**src/sli_pkg.sv**
```systemverilog
// ----------------------------------------------------------------------------
// sli_pkg: shared types and constants of the sorted list
// Operation and status codes, and the command that is broadcast to every cell.
// ----------------------------------------------------------------------------
package sli_pkg;

	localparam int SLI_CAPACITY = 16;
	localparam int SLI_VAL_W    = 32;

	typedef enum logic [1:0] {
		OP_INSERT = 2'd0,
		OP_DELETE = 2'd1,
		OP_POP    = 2'd2,
		OP_NOP    = 2'd3
	} op_t;

	typedef enum logic [1:0] {
		ST_OK       = 2'd0,
		ST_FULL     = 2'd1,
		ST_NOTFOUND = 2'd2,
		ST_EMPTY    = 2'd3
	} status_t;

	// Command broadcast to all cells in the cycle a request is accepted
	typedef struct packed {
		logic                 ins;   // insert that fits
		logic                 del;   // delete of a value that is present
		logic                 pop;   // pop on a non-empty list
		logic [SLI_VAL_W-1:0] value;
	} cell_cmd_t;

endpackage

```
**src/sli_cell.sv**
```systemverilog
// ----------------------------------------------------------------------------
// sli_cell: one slot of the sorted list
// Compares its value with the broadcast operand and shifts with its neighbors.
// ----------------------------------------------------------------------------
module sli_cell (
	input  logic                          clk,
	input  logic                          en,
	input  sli_pkg::cell_cmd_t            cmd,
	input  logic                          occ,        // slot holds a stored value
	input  logic                          left_lt,    // left neighbor is below operand
	input  logic [sli_pkg::SLI_VAL_W-1:0] left_val,
	input  logic [sli_pkg::SLI_VAL_W-1:0] right_val,
	output logic                          lt,
	output logic                          hit,        // first slot equal to operand
	output logic [sli_pkg::SLI_VAL_W-1:0] val,
	output logic [sli_pkg::SLI_VAL_W-1:0] val_next
);
	import sli_pkg::*;

	logic [SLI_VAL_W-1:0] val_q;

	assign val = val_q;
	assign lt  = occ && ($signed(val_q) < $signed(cmd.value));
	assign hit = occ && !lt && left_lt && (val_q == cmd.value);

	always_comb begin
		val_next = val_q;
		if (cmd.ins) begin
			// open a gap at the first slot not below the operand
			if (!lt) begin
				val_next = left_lt ? cmd.value : left_val;
			end
		end else if (cmd.del) begin
			if (!lt) begin
				val_next = right_val;
			end
		end else if (cmd.pop) begin
			val_next = right_val;
		end
	end

	always_ff @(posedge clk) begin
		if (en) begin
			val_q <= val_next;
		end
	end

endmodule

```
**src/sorted_list_insert_delete_top.sv**
```systemverilog
// ----------------------------------------------------------------------------
// sorted_list_insert_delete_top: bounded sorted list of signed values
// Insert, delete by value and pop smallest over a row of compare-and-shift
// cells; one result per request with status, removed value, count and minimum.
// ----------------------------------------------------------------------------
//  channel | dir | tdata (low bit up)                              | tuser
//  s_      | in  | value[31:0]                                     | op[1:0]
//  m_      | out | status[1:0] removed_value[31:0] entry_count[4:0] | -
//          |     | smallest[31:0] smallest_valid                    |
//
// One request per cycle while the output is not stalled: every cell compares and shifts in the
// cycle the request is accepted, and the result lands in the output register.
// arst_n clears the count and the output valid; cell contents need no reset.
// A stalled result holds; s_tready stays high while m_tready takes it.
// ----------------------------------------------------------------------------
module sorted_list_insert_delete_top #(
	parameter int CAPACITY = sli_pkg::SLI_CAPACITY
) (
	input  logic        clk,
	input  logic        arst_n,
	input  logic        s_tvalid,
	output logic        s_tready,
	input  logic [31:0] s_tdata,   // value[31:0]
	input  logic [1:0]  s_tuser,   // op[1:0]
	output logic        m_tvalid,
	input  logic        m_tready,
	output logic [71:0] m_tdata    // status, removed_value, entry_count,
	                               // smallest, smallest_valid
);
	import sli_pkg::*;

	localparam int CntW = $clog2(CAPACITY + 1);

	logic [CntW-1:0]      count_q;
	logic [CntW-1:0]      count_next;
	logic                 accept;
	op_t                  op;
	cell_cmd_t            cmd;
	status_t              status;
	logic [SLI_VAL_W-1:0] removed;
	logic                 empty;
	logic                 full;
	logic                 found;

	logic [CAPACITY-1:0]  occ;
	logic [CAPACITY-1:0]  lt;
	logic [CAPACITY-1:0]  hit;
	logic [SLI_VAL_W-1:0] val      [CAPACITY];
	logic [SLI_VAL_W-1:0] val_next [CAPACITY];

	logic                 out_valid_q;
	status_t              status_q;
	logic [SLI_VAL_W-1:0] removed_q;
	logic [4:0]           entry_count_q;
	logic [SLI_VAL_W-1:0] smallest_q;
	logic                 smallest_valid_q;

	assign s_tready = !out_valid_q || m_tready;
	assign accept   = s_tvalid && s_tready;
	assign op       = op_t'(s_tuser);
	assign empty    = (count_q == '0);
	assign full     = (count_q == CntW'(CAPACITY));
	assign found    = |hit;

	always_comb begin
		cmd.ins    = accept && (op == OP_INSERT) && !full;
		cmd.del    = accept && (op == OP_DELETE) && !empty && found;
		cmd.pop    = accept && (op == OP_POP) && !empty;
		cmd.value  = s_tdata;
		status     = ST_OK;
		removed    = '0;
		count_next = count_q;
		case (op)
			OP_INSERT: begin
				if (full) begin
					status = ST_FULL;
				end else begin
					count_next = count_q + 1'b1;
				end
			end
			OP_DELETE: begin
				if (empty) begin
					status = ST_EMPTY;
				end else if (!found) begin
					status = ST_NOTFOUND;
				end else begin
					removed    = s_tdata;
					count_next = count_q - 1'b1;
				end
			end
			OP_POP: begin
				if (empty) begin
					status = ST_EMPTY;
				end else begin
					removed    = val[0];
					count_next = count_q - 1'b1;
				end
			end
			default: begin
				status = ST_OK;
			end
		endcase
	end

	// Row of cells; slot 0 holds the smallest value
	for (genvar i = 0; i < CAPACITY; i++) begin : g_cell
		logic                 left_lt;
		logic [SLI_VAL_W-1:0] left_val;
		logic [SLI_VAL_W-1:0] right_val;

		assign occ[i] = (CntW'(i) < count_q);

		if (i == 0) begin : g_head
			assign left_lt  = 1'b1;
			assign left_val = s_tdata;
		end else begin : g_body
			assign left_lt  = lt[i-1];
			assign left_val = val[i-1];
		end

		if (i == CAPACITY - 1) begin : g_tail
			assign right_val = val[i];
		end else begin : g_inner
			assign right_val = val[i+1];
		end

		sli_cell u_cell (
			.clk       (clk),
			.en        (accept),
			.cmd       (cmd),
			.occ       (occ[i]),
			.left_lt   (left_lt),
			.left_val  (left_val),
			.right_val (right_val),
			.lt        (lt[i]),
			.hit       (hit[i]),
			.val       (val[i]),
			.val_next  (val_next[i])
		);
	end

	always_ff @(posedge clk or negedge arst_n) begin
		if (!arst_n) begin
			count_q     <= '0;
			out_valid_q <= 1'b0;
		end else begin
			if (accept) begin
				count_q     <= count_next;
				out_valid_q <= 1'b1;
			end else if (m_tready) begin
				out_valid_q <= 1'b0;
			end
		end
	end

	// Result payload: hold while stalled
	always_ff @(posedge clk) begin
		if (accept) begin
			status_q         <= status;
			removed_q        <= removed;
			entry_count_q    <= 5'(count_next);
			smallest_valid_q <= (count_next != '0);
			smallest_q       <= (count_next != '0) ? val_next[0] : '0;
		end
	end

	assign m_tvalid = out_valid_q;
	assign m_tdata  = {smallest_valid_q, smallest_q, entry_count_q, removed_q, status_q};

endmodule

```
**config.mk**
```make
export PLATFORM = sky130hd
export DESIGN_NAME = sorted_list_insert_delete_top
export DESIGN_NICKNAME = d
export VERILOG_FILES = /design/src/sli_pkg.sv /design/src/sli_cell.sv /design/src/sorted_list_insert_delete_top.sv
export SDC_FILE = /design/constraint.sdc
export NUM_CORES = 2
export LEC_CHECK = 0
export BUFFER_PORTS_ARGS = -buffer_cell sky130_fd_sc_hd__buf_2
export CORE_ASPECT_RATIO = 1.5
export CORE_UTILIZATION = 40
export DETAILED_ROUTE_END_ITERATION = 8
export HOLD_SLACK_MARGIN = 0.06
export PLACE_DENSITY = 0.66
export SETUP_SLACK_MARGIN = 0.4
export SKIP_LAST_GASP = 1
export SLEW_MARGIN = 0
export SYNTH_ARGS = -nofsm -noshare
export SYNTH_HDL_FRONTEND = slang
export SYNTH_SLANG_ARGS = --single-unit
```
**constraint.sdc**
```tcl
create_clock -name clk -period 12.6 [get_ports clk]
set_input_delay 1.26 -clock clk [delete_from_list [all_inputs] [get_ports clk]]
set_output_delay 1.26 -clock clk [all_outputs]
set_load 0.01 [all_outputs]
```
==> impl_metrics.tcl <==
set metrics [dict create \
    drive_above_1_share 0.0797 \
    synth_fp_nets 4773 \
    yosys.area.top_type "edfxtp_1" \
    vias 32900 \
    cts_resized 0 \
    cts_hold_buf 0 \
    path_clk_slew_ns 0.06 \
    cellPowerDensity_mw_per_mm2 132 \
    slowest_delay_ns 1.07 \
    yosys_warnings 0 \
    grt_use_met2 0.443 \
    numCtsBuffers 57 \
    track_usage 0.245 \
    postSynthAreaPerCell_um2 9.72 \
    start_kind "input port" \
    startpoint "s_tdata[9]" \
    dr.pass1.iters 7 \
    stdcell_count 5563 \
    ir_drop_v 0.000132 \
    dpl.cell_count 5452 \
    numPortBuffers 111 \
    drt_iter0_drc 2724 \
    fin_setup_tns_ns 0 \
    pin_count 112 \
    rsz0062_at_grt "no" \
    arrival_ns 8.33 \
    r2r-start "g_cell[1].u_cell.val[14]" \
    syn_area_mm2 0.0410 \
    hpwl_um 96700 \
    end_kind "flip-flop" \
    synth_cell_types 84 \
    coreArea_mm2 0.101 \
    grt_pass1_vias 32400 \
    finalHoldViolations 0 \
    critPathRequiredTime_ns 12.99 \
    r2r_setup_slack_ns 6.15 \
    hp-class "input port to asynchronous set/reset pin" \
    ctsHtreeMaxLevel 2 \
    reg2reg_to "smallest_q[15]" \
    fillers 9618 \
    cts_setup_buffers 0 \
    ys_seq_area_frac 0.431 \
    die_area_mm2 0.104 \
    cap_violations 0 \
    synth_area_leaders "edfxtp_1, ha_1, o21ai_0" \
    synth-seq-cells 590 \
    fmax_mhz 126 \
    syn2layout_area_growth_pct 9.22 \
    reg2regPathDepth 15 \
    synth_cells 4216 \
    place_ws_ns 4.35 \
    drc 0 \
    cts_sinks 590 \
    top_usage_layer "met2" \
    grtUsageMet3 0.0318 \
    routed_wl_um 130000 \
    antenna_left 0 \
    p_leak_uw 0.0178 \
    use_met1 0.260 \
    crit_type "input port to flip-flop" \
    grt_overflow 0 \
    synth-edff-count 584 \
    clockBufferDepth 3 \
    die_w_um 263 \
    relSlewSlack 0.143 \
    wire_per_inst_um 23.4 \
    worst_pin_slew_ns 1.27 \
    avgViaCountPerCell 5.91 \
    drv_slew 0 \
    setup_slack_ns 4.65 \
    yosys.area.top_type_share 0.428 \
    fin_skew_ns 0.0244 \
    setup-violations-final 0 \
    clock_latency_ns 0.64 \
    ys.flop_type "edfxtp_1" \
    crit_slowest_cell "nor4_1" \
    async_reset_ff_frac 0.0102 \
    antenna_found_initial 12 \
    die_h_um 394 \
    critPathMaxFanout 65 \
    period_minus_slack_ns 7.95 \
    gp_congestion 0.955 \
    outcome "completed" \
    grt_max_degree 239 \
    fin_nets 4763 \
    path_cells "buf_2 -> clkinv_1 -> ha_1 -> nand4_1 -> nor4_1 -> a211o_1 -> a21oi_1 -> mux2i_4 -> buf_4 -> nor4_1 -> a2111o_1 -> o31a_1 -> buf_4 -> mux2_4 -> nand3_2 -> o22a_1 -> o211a_1" \
    cts_tree "built" \
    placementRows 143 \
    cts_root_buffer "clkbuf_16" \
    grt_pass1_wl_um 195000 \
    p_total_uw 5900 \
    period_share 0.631 \
    initial_core_util 0.404 \
    crit_path_end "smallest_q[15]" \
]
placed cells by master (no fill, tap or decap), types with 24 or more instances in the layout:
| cell | count |
|---|---|
| nand2_1 | 597 |
| edfxtp_1 | 584 |
| o21ai_0 | 523 |
| ha_1 | 519 |
| a21oi_1 | 461 |
| nor2_1 | 301 |
| mux2i_1 | 202 |
| buf_2 | 111 |
| nand4_1 | 98 |
| buf_4 | 62 |
| clkbuf_16 | 57 |
| nand3_1 | 56 |
| nor2b_1 | 53 |
| inv_1 | 51 |
| a21o_1 | 45 |
| clkinv_1 | 42 |
| o21a_1 | 39 |
| a22oi_1 | 34 |
| o211a_1 | 33 |
| mux2_2 | 31 |
| nor3_1 | 24 |
| nor4_1 | 24 |
cells in the mapped netlist (6+ instances only):
cell type and n:
o22a_4 10, nand2_1 601, mux2_2 31, a221o_1 9, clkinv_1 31, a21o_1 45, a22oi_1 34, o31a_1 7
nand2b_1 13, or4_1 6, nor3_1 24, nand4_1 98, o21ai_1 11, o21a_1 39, a211oi_1 17, nor2b_1 53
and4_1 10, clkbuf_1 232, a31oi_1 8, o31ai_1 8, o211a_1 33, mux2i_1 204, nor2_1 309, a21oi_1 467
dfrtp_1 6, ha_1 519, buf_6 7, nor4_1 24, o211ai_1 15, o21ai_0 524, o22a_1 22, edfxtp_1 584
nand3_1 56, a221oi_1 13, inv_1 52
state kept, by name, summed over array words and instances, names as in the netlist:
name	cells
smallest_q	32
g_cell.u_cell.val	512
removed_q	32
count_q	5
status_q	2
entry_count_q	5
smallest_valid_q	1
m_tvalid	1
metal layers:
layer / routed length, um / up-vias / part of all wire
met4: 11100 / 8 / 0.085
met2: 65300 / 1004 / 0.50
met5: 55 / - / 0.00042
li1: - / 15800 / -
met3: 6100 / 353 / 0.047
met1: 47500 / 15800 / 0.37
area by class of cell:
class	instances	area (um2)	share of cell area
multi-input combinational	3299	22200	0.497
sequential	590	17700	0.395
tap	1305	1630	0.0365
clock buffer	79	1550	0.0346
timing repair buffer	175	1060	0.0237
inverter	83	314	0.00701
clock inverter	26	272	0.00606
antenna	6	15.0	0.000335
through the flow:
stage	hold slack, ns	util	area (um2)
2_1_floorplan	0.522	-	41000
3_3_place_gp	0.512	0.423	42900
3_5_place_dp	0.515	0.423	42900
4_1_cts	0.424	0.441	44800
5_1_grt	0.442	0.441	44800
6_report	0.446	0.441	44800
critical path, delay by kind of cell:
| family | cells | cell delay, ns |
|---|---|---|
| muxes | 2 | 0.46 |
| adders and majority gates | 1 | 0.65 |
| buffers and inverters | 4 | 1.88 |
| AOI/OAI and AO/OA | 6 | 1.91 |
| and+or+nand+nor | 4 | 2.13 |
where the power goes:
group | switching [uW] | total [uW] | leakage (uW) | internal, uW
Sequential | 134 | 2490 | 0.00549 | 2360
Clock | 788 | 1760 | 0.000882 | 976
Combinational | 1080 | 1650 | 0.0114 | 571
Total | 2000 | 5900 | 0.0178 | 3900
logic make-up (layout without fill, tap and decap cells):
| logic type | count (synthesis) | in the layout | synth area share |
|---|---|---|---|
| AO/OA/AOI/OAI | 1306 | 1306 | 0.186 |
| XOR/XNOR | 7 | 7 | 0.00150 |
| adder cells (fa/ha/maj) | 519 | 519 | 0.158 |
| buffers and inverters | 327 | 363 | 0.0316 |
| flip-flops | 590 | 590 | 0.431 |
| multiplexers | 237 | 237 | 0.0590 |
| other | 0 | 6 | 0 |
| AND/OR/NAND/NOR | 1230 | 1230 | 0.132 |
worst min path at each step:
| stage | from | to | slack [ns] |
|---|---|---|---|
| floorplan | g_cell[14].u_cell.val[0] | g_cell[13].u_cell.val[0] | 0.52 |
| global placement | m_tvalid | m_tvalid | 0.51 |
| detailed placement | m_tvalid | m_tvalid | 0.52 |
| CTS | arst_n | count_q[2] | 0.42 |
| global route | arst_n | count_q[3] | 0.44 |
| finish | arst_n | count_q[2] | 0.45 |
Power figures use the tool's default switching activity.
